### src/design/pctbl_ram.sv
// Generic simple dual-port RAM: one write port, one read port, registered read.
// Read during a write to the same address returns the old data. No dependencies.
module pctbl_ram #(
  parameter int unsigned WIDTH = 8,
  parameter int unsigned DEPTH = 16
) (
  input  logic                     clk,
  input  logic                     we,
  input  logic [$clog2(DEPTH)-1:0] waddr,
  input  logic [WIDTH-1:0]         wdata,
  input  logic [$clog2(DEPTH)-1:0] raddr,
  output logic [WIDTH-1:0]         rdata
);

  logic [WIDTH-1:0] mem_r [DEPTH];
  logic [WIDTH-1:0] rdata_r;

  always_ff @(posedge clk) begin
    if (we) begin
      mem_r[waddr] <= wdata;
    end
    rdata_r <= mem_r[raddr];
  end

  assign rdata = rdata_r;

endmodule

### config.mk
export PLATFORM = sky130hd
export DESIGN_NAME = pctbl_ram
export DESIGN_NICKNAME = d
export VERILOG_FILES = /design/src/design/pctbl_ram.sv
export SDC_FILE = /design/constraint.sdc
export NUM_CORES = 1
export LEC_CHECK = 0
export ABC_AREA = 1
export BUFFER_PORTS_ARGS = -buffer_cell sky130_fd_sc_hd__buf_2
export CORE_MARGIN = 3
export CORE_UTILIZATION = 51
export DETAILED_ROUTE_END_ITERATION = 6
export PLACE_DENSITY = 0.74
export SLEW_MARGIN = 20
export SYNTH_ARGS = -nofsm -noshare
export SYNTH_HDL_FRONTEND = slang
export SYNTH_SLANG_ARGS = --single-unit
### constraint.sdc
create_clock -name clk -period 1.4 [get_ports clk]
set_input_delay 0.28 -clock clk [delete_from_list [all_inputs] [get_ports clk]]
set_output_delay 0.28 -clock clk [all_outputs]
set_load 0.005 [all_outputs]
# Word level (Yosys, flattened, before mapping)
# Memory sizes are Yosys's and may differ from the RTL's. A register that Yosys moved wholly into a read port is not among the register bits.
# Index checks and enable logic that the tools add are counted.
# Widths: inputs -> output; s select.
# totals
regBits	0
latch_bits	0
ramBits	128
romBits	0
in_bits	18
out_inout_bits	8
memories	1
# memory_table
memory	depth	word_bits	read_ports	rd_ports_with_merged_regs	write_ports	line	text
mem_r	16	8	1	1	1	15	logic [WIDTH-1:0] mem_r [DEPTH];
# classes
n_addsub	0
multipliers	0
n_div	0
magnitude_cmp	0
eq_ne	0
n_shift	0
n_mux	2
bitwise_logic	0
n_reduce_logical	0
# op_table
op	n
$mux 1	2

# Logic depth before layout (Yosys ltp)
# Gate-level depths: netlist of run 1.
# depth
word_depth	2
mapped_depth	8

# Least setup slack after synthesis of run 1
# OpenSTA, ideal clock, no wires.
# synth_path
kind	input-to-reg
from	input waddr[2]
to	memory mem_r[10][0] (enable)
setup_ns	0.370
arrival_ns	0.861
required_time_ns	1.030
slack_ns	0.169
stages	2
n_path_buf	0
cell_sequence	nand3b_1 -> nor2_1
# synth_rtl
item	line	text
start: declaration	9	input logic [$clog2(DEPTH)-1:0] waddr,
end: declaration	15	
# Straight into the memory's write port.

# Final worst setup path of run 1
# layout_path
from	register rdata_r[6], in the netlist rdata[6] (read register of mem_r)
to	output rdata[6]
# layout_rtl
item	line	text
start: declaration	16	logic [WIDTH-1:0] rdata_r;
end: declaration	12	output logic [WIDTH-1:0] rdata
# No word-level cell between the ends.

==> flow_summary.ini, run 1 <==
[run_status]
outcome = finished clean

[cts]
postCtsSetupRepairBufs = 0
clock_sinks = 136
htreeDepth = 4
cts_buffer_depth = 2
post_cts_resized = 0
cts_hold_buf = 0
cts_tree = built
ctsRootBufferMaster = clkbuf_16
clkTransAtPathRegs_ps = 60
clk_latency_ps = 410
cts-buffers-inserted = 17

[synth]
synth_area_leader_cell = edfxtp_1
synth.top_cell.area_share_pct = 66.65
synth.distinct_cells = 12
syn_area_sq_mm = 0.005767
syn_nets = 569
synth_warnings = 0
yosysSeqAreaShare_pct = 69.43
syn_area_per_cell_sq_um = 10.47
synthTopCellsByArea = edfxtp_1, nand2_1, nand3_1
synth_cells = 551
ys_ff_latch = 136

[critical_path]
reg2reg_from = mem_r[8][2]$_DFFE_PP_
crit_required_ps = 1120
reg2reg_slack_ps = 380
worstSetupStartpointType = register
endpoint_kind = output port
cp_slowest_stage_delay_ps = 360
cp.depth = 1
worstSetupEndpoint = rdata[6]
regToRegEndpoint = rdata[2]$_DFF_P_
crit_type = register to output port
crit_chain = buf_2
startpoint = rdata[6]$_DFF_P_
cpLargestDelayFamily = flip-flops
slowest_stage = dfxtp_1
path_buf_inv = 1
worstPathMaxFanout = 1
arrival_ps = 900
ff2ff_path_depth = 6

[global_route]
grt_max_degree = 37
grt_use_total_pct = 21.50
grt_pass1_wl_microns = 20310
first_global_vias = 3774
gr-total-overflow = 0
antenna_found_initial = 0

[cells_and_area]
final_cell_mix = nand2_1, edfxtp_1, inv_1, nand3_1, buf_2
fin_area_sq_mm = 0.006874
synthToLayoutAreaGrowth_pct = 19.20
num_antenna_cells = 0
n_fill_cell = 862
layout-drive-gt1-share_pct = 14.22
final_nets = 617
ff_latch_area_sq_mm = 0.004004
multi_input_area_sq_mm = 0.001214
layout_commonest_cell = nand2_1
utilization_pct = 62.86

[routing]
vias = 3939
routed_via_density = 5.238
dr.pass1.iters = 5
routed_wl_microns = 12850
wire_per_inst_microns = 17.09
drc = 0
initialDrtViolationCount = 329
ant_nets = 0

[floorplan]
start_util_pct = 52.73
dieArea_sq_mm = 0.01262
fp.dieH_microns = 112.3
die_w_microns = 112.3
ios = 26
core_sq_mm = 0.01094
rows = 38

[power_and_ir_drop]
ir_drop_uv = 1078
internal_power_mw = 8.344
p_leak_nw = 3.018
power_density_mw_per_mm2 = 1508
power.switching_mw = 2.024
seq_power_share_pct = 44.2
power.total_mw = 10.37
clock_power_share_pct = 50.2
swShare_pct = 19.52
p_comb_share_pct = 5.6

[placed_design]
post_dp_cell_area_sq_mm = 0.006173
numPortBuffers = 25
dp_hpwl_microns = 7851
gp_congestion = 0.8612

[timing]
relSlewSlack_pct = 73.77
worst_slew_pin_slew_ps = 393.5
fin_crit_sh_pct = 84.59
finalSetupViolCount = 0
hold_viol_final = 0
hold_ws_ps = 251.6
setup_tns_ps = 0
period_needed_ps = 1184
rsz0062_at_grt = no
fmax_mhz = 844.4
skew_ps = 7.707
final_max_slew_viol_count = 0

[flow_run]
maxCapViolCount = 0

[worst_hold_path]
min_path_type = primary input to register
==> synth_stat cells <==
cell	n
nand2_1	173
edfxtp_1	128
inv_1	100
nand3_1	97
nor2_1	17
buf_2	13
dfxtp_1	8
buf_6	6
buf_4	4
inv_2	2
nand3b_1	2
buf_1	1
==> final cells by class <==
| type | count | share of cell area, % |
|---|---|---|
| flip-flops and latches | 136 | 58.25 |
| multi-input cells | 289 | 17.66 |
| clock buffers | 19 | 6.589 |
| repair buffers | 53 | 5.788 |
| inverters | 102 | 5.570 |
| clock inverters | 13 | 3.604 |
| well taps | 140 | 2.548 |
==> stage by stage <==
step / setup WS (ps) / cells
final: 215.8 / 752
after global routing: 178.9 / 752
after CTS: 212.3 / 752
after detailed placement: 76.33 / 720
after global placement: 61.89 / 720
after floorplan: 169.2 / 551
==> state kept, by name, indices dropped and copies added (netlist names) <==
register,flops
mem_r,128
rdata,8
==> worst min-delay path by stage <==
| stage | to | cells after the start | slack (ps) | from |
|---|---|---|---|---|
| floorplan | mem_r[0][0]$_DFFE_PP_ | 0 | 380 | wdata[0] |
| global placement | rdata[4]$_DFF_P_ | 6 | 640 | mem_r[14][4]$_DFFE_PP_ |
| detailed placement | rdata[5]$_DFF_P_ | 6 | 660 | mem_r[12][5]$_DFFE_PP_ |
| CTS | rdata[4]$_DFF_P_ | 4 | 240 | raddr[2] |
| global route | rdata[4]$_DFF_P_ | 4 | 260 | raddr[2] |
| finish | rdata[4]$_DFF_P_ | 4 | 250 | raddr[2] |
==> layer usage <==
layer  part of all wire, %  GRT usage (%)
met1                    42          28.74
met2                    49          34.68
met3                   6.9          5.337
met4                   2.1          7.532
met5                     0              0
==> power groups by stage <==
stage	registers [mW]	logic (mW)	clock network [mW]
2_1_floorplan	4.66	0.321	0
5_1_grt	4.59	0.642	5.44
6_report	4.58	0.582	5.20
3_5_place_dp	4.67	0.575	0
3_3_place_gp	4.66	0.561	0
4_1_cts	4.58	0.584	5.25
==> kinds of logic (layout without fill, tap and decap cells) <==
group	after synthesis	count (layout)	share of synthesized area, %
buffers and inverters	126	187	9.525
and+or+nand+nor	289	289	21.05
DFF	136	136	69.43
No activity file was read; power rests on OpenSTA's default activity.
==> inputs of run 2 (changes only) <==
--- a/config.mk
+++ b/config.mk
@@ -5,12 +5,12 @@
 export SDC_FILE = /design/constraint.sdc
 export NUM_CORES = 1
 export LEC_CHECK = 0
-export ABC_AREA = 1
+export ABC_AREA = 0
 export BUFFER_PORTS_ARGS = -buffer_cell sky130_fd_sc_hd__buf_2
 export CORE_MARGIN = 3
 export CORE_UTILIZATION = 51
 export DETAILED_ROUTE_END_ITERATION = 6
-export PLACE_DENSITY = 0.74
+export PLACE_DENSITY = 0.77
 export SLEW_MARGIN = 20
 export SYNTH_ARGS = -nofsm -noshare
 export SYNTH_HDL_FRONTEND = slang
==> constraint.sdc (replaced) <==
create_clock -name clk -period 1 [get_ports clk]
set_input_delay 0.2 -clock clk [delete_from_list [all_inputs] [get_ports clk]]
set_output_delay 0.2 -clock clk [all_outputs]
set_load 0.005 [all_outputs]
==> run 2 against run 1 <==
The run now ends with negative setup slack left; sequential power is 40% higher; worst setup slack worse by 490 ps; design area is 3.5% lower; clock power is 24% higher; sequential share of layout area is 2.2 points higher; register-to-register slack worse by 650 ps; largest cell class unchanged; highest routed layer unchanged.
==> flow_summary.ini, run 2 <==
[run_status]
outcome = finished, violations left
violations = negative setup slack

[critical_path]
reg2reg_from = mem_r[15][5]$_DFFE_PP_
startpoint = mem_r[15][5]$_DFFE_PP_
cp_slowest_stage_delay_ps = 500
slowest_stage = mux4_2
cpLargestDelayFamily = multiplexers
path_buf_inv = 0
crit_required_ps = 1380
worstSetupStartpointType = register
reg2reg_slack_ps = -270
endpoint_kind = register
crit_type = register to register
worstPathMaxFanout = 1
crit_chain = mux4_2 -> a22oi_2 -> nand2_1
arrival_ps = 1660

[cells_and_area]
regMostFlops = mem_r
n_fill_cell = 595
multi_input_area_sq_mm = 0.001172
final_nets = 316
layout-drive-gt1-share_pct = 49.20
synthToLayoutAreaGrowth_pct = 28.80
num_antenna_cells = 0
layout_commonest_cell = edfxtp_1
final_cell_mix = edfxtp_1, mux4_2, buf_2, buf_12, clkbuf_16
ff_latch_area_sq_mm = 0.004009
largest_reg_flops = 128

[timing]
final_max_slew_viol_count = 0
worst_slew_pin_slew_ps = 964.5
period_needed_ps = 1274
setup_tns_ps = -2923
hold_viol_final = 0
fin_crit_sh_pct = 127.4
rsz0062_at_grt = yes
fmax_mhz = 784.9
skew_ps = 6.612
relSlewSlack_pct = 35.56
finalSetupViolCount = 16
fin_ws_ps = -274.1

[cts]
cts_hold_buf = 0
cts_buffer_depth = 2
ctsRootBufferMaster = clkbuf_8
htreeDepth = 4
cts_tree = built
clock_sinks = 136
cts-buffers-inserted = 17
clk_latency_ps = 500
clkTransAtPathRegs_ps = 60
postCtsSetupRepairBufs = 0

[global_route]
grt_use_total_pct = 19.11
first_global_vias = 2696
grt_pass1_wl_microns = 15360
grt_max_degree = 17
gr-total-overflow = 0
antenna_found_initial = 0

[synth]
syn_nets = 247
synth_area_leader_cell = edfxtp_1
synth.distinct_cells = 19
yosysSeqAreaShare_pct = 77.78
synthTopCellsByArea = edfxtp_1, mux4_2, mux4_1
synth_common_cells = edfxtp_1, mux4_2, a22oi_1
synth_cells = 229
synth_top_flop_cell = edfxtp_1
synth_warnings = 0
synth.top_cell.area_share_pct = 74.67
ys_async_sr_fraction_pct = 0
synth_enable_flop_cells = 128
syn_area_sq_mm = 0.005147
synthMostInstantiatedCell = edfxtp_1
ys_ff_latch = 136
syn_area_per_cell_sq_um = 22.48

[routing]
routed_via_density = 5.489
routed_wl_microns = 9783
dr.pass1.iters = 4
wire_per_inst_microns = 22.03
drc = 0
vias = 2437
initialDrtViolationCount = 223
ant_nets = 0

[floorplan]
core_sq_mm = 0.009774
rows = 36
dieArea_sq_mm = 0.01133
start_util_pct = 52.66
fp.dieH_microns = 106.5
ios = 26
die_w_microns = 106.5

[flow_run]
maxCapViolCount = 0

[power_and_ir_drop]
clock_power_share_pct = 47.4
ir_drop_uv = 1104
power.switching_mw = 2.607
power_density_mw_per_mm2 = 2060
swShare_pct = 19.09
power.total_mw = 13.66
internal_power_mw = 11.05
seq_power_share_pct = 47.1
p_comb_share_pct = 5.5
p_leak_nw = 2.201

[placed_design]
place_ws_ps = -636.3
gp_congestion = 0.7297
numPortBuffers = 25
dp_hpwl_microns = 6308

[worst_hold_path]
min_path_type = primary input to register
hold_path_startpoint = wdata[6]
-- run 2: layer usage --
metal  vias up  track usage (%)  part of all wire [%]
met5         -                0                     0
met4         0            6.210                  0.97
met2        77            32.26                    54
met3         7            4.675                   4.9
met1      1255            24.68                    40
li1       1098                -                     -
-- run 2: cell type report --
type                    instances  area share [%]
flip-flops and latches        136           60.46
multi-input cells              83           17.68
repair buffers                 60           9.908
clock buffers                  20           6.416
clock inverters                12           3.019
well taps                     133           2.510
-- run 2: worst paths after layout --
check | to | depth (start not counted)
max | rdata[5]$_DFF_P_ | 3
min | mem_r[7][6]$_DFFE_PP_ | 1
max reg2reg | rdata[5]$_DFF_P_ | 3
min reg2reg | rdata[6]$_DFF_P_ | 3
-- run 2: cell families after synthesis --
logic type,after synthesis,share of synthesized area (%)
AOI/OAI and AO/OA,16,2.334
buffers and inverters,10,1.677
DFF,136,77.78
muxes,32,15.02
and+or+nand+nor,35,3.184
-- run 2: worst register-to-register path, stage by stage (launching register included) --
cell      delay [ps]
edfxtp_1         380
mux4_2           500
a22oi_2          170
nand2_1          100
-- run 2: repair_timing --
item	4_1_cts	5_1_grt
pin swaps	3	2
endpoints found under the setup margin	16	16
gates resized for setup	16	1
-- run 2: power by group through the flow --
stage / Sequential (mW) / Combinational (mW) / Clock [mW]
detailed placement: 6.53 / 0.718 / 0
global route: 6.43 / 0.818 / 6.78
global placement: 6.53 / 0.702 / 0
floorplan: 6.52 / 0.381 / 0
CTS: 6.43 / 0.765 / 6.58
finish: 6.43 / 0.757 / 6.47
-- run 2: per-stage QoR --
| stage | instances | utilization (%) | area (sq um) | hold slack (ps) |
|---|---|---|---|---|
| 2_1_floorplan | 229 | - | 5255 | 298.9 |
| 3_3_place_gp | 412 | 60.77 | 5939 | 579.9 |
| 3_5_place_dp | 412 | 60.77 | 5939 | 583.0 |
| 4_1_cts | 444 | 67.78 | 6625 | 50.52 |
| 5_1_grt | 444 | 67.83 | 6630 | 70.59 |
| 6_report | 444 | 67.83 | 6630 | 77.62 |
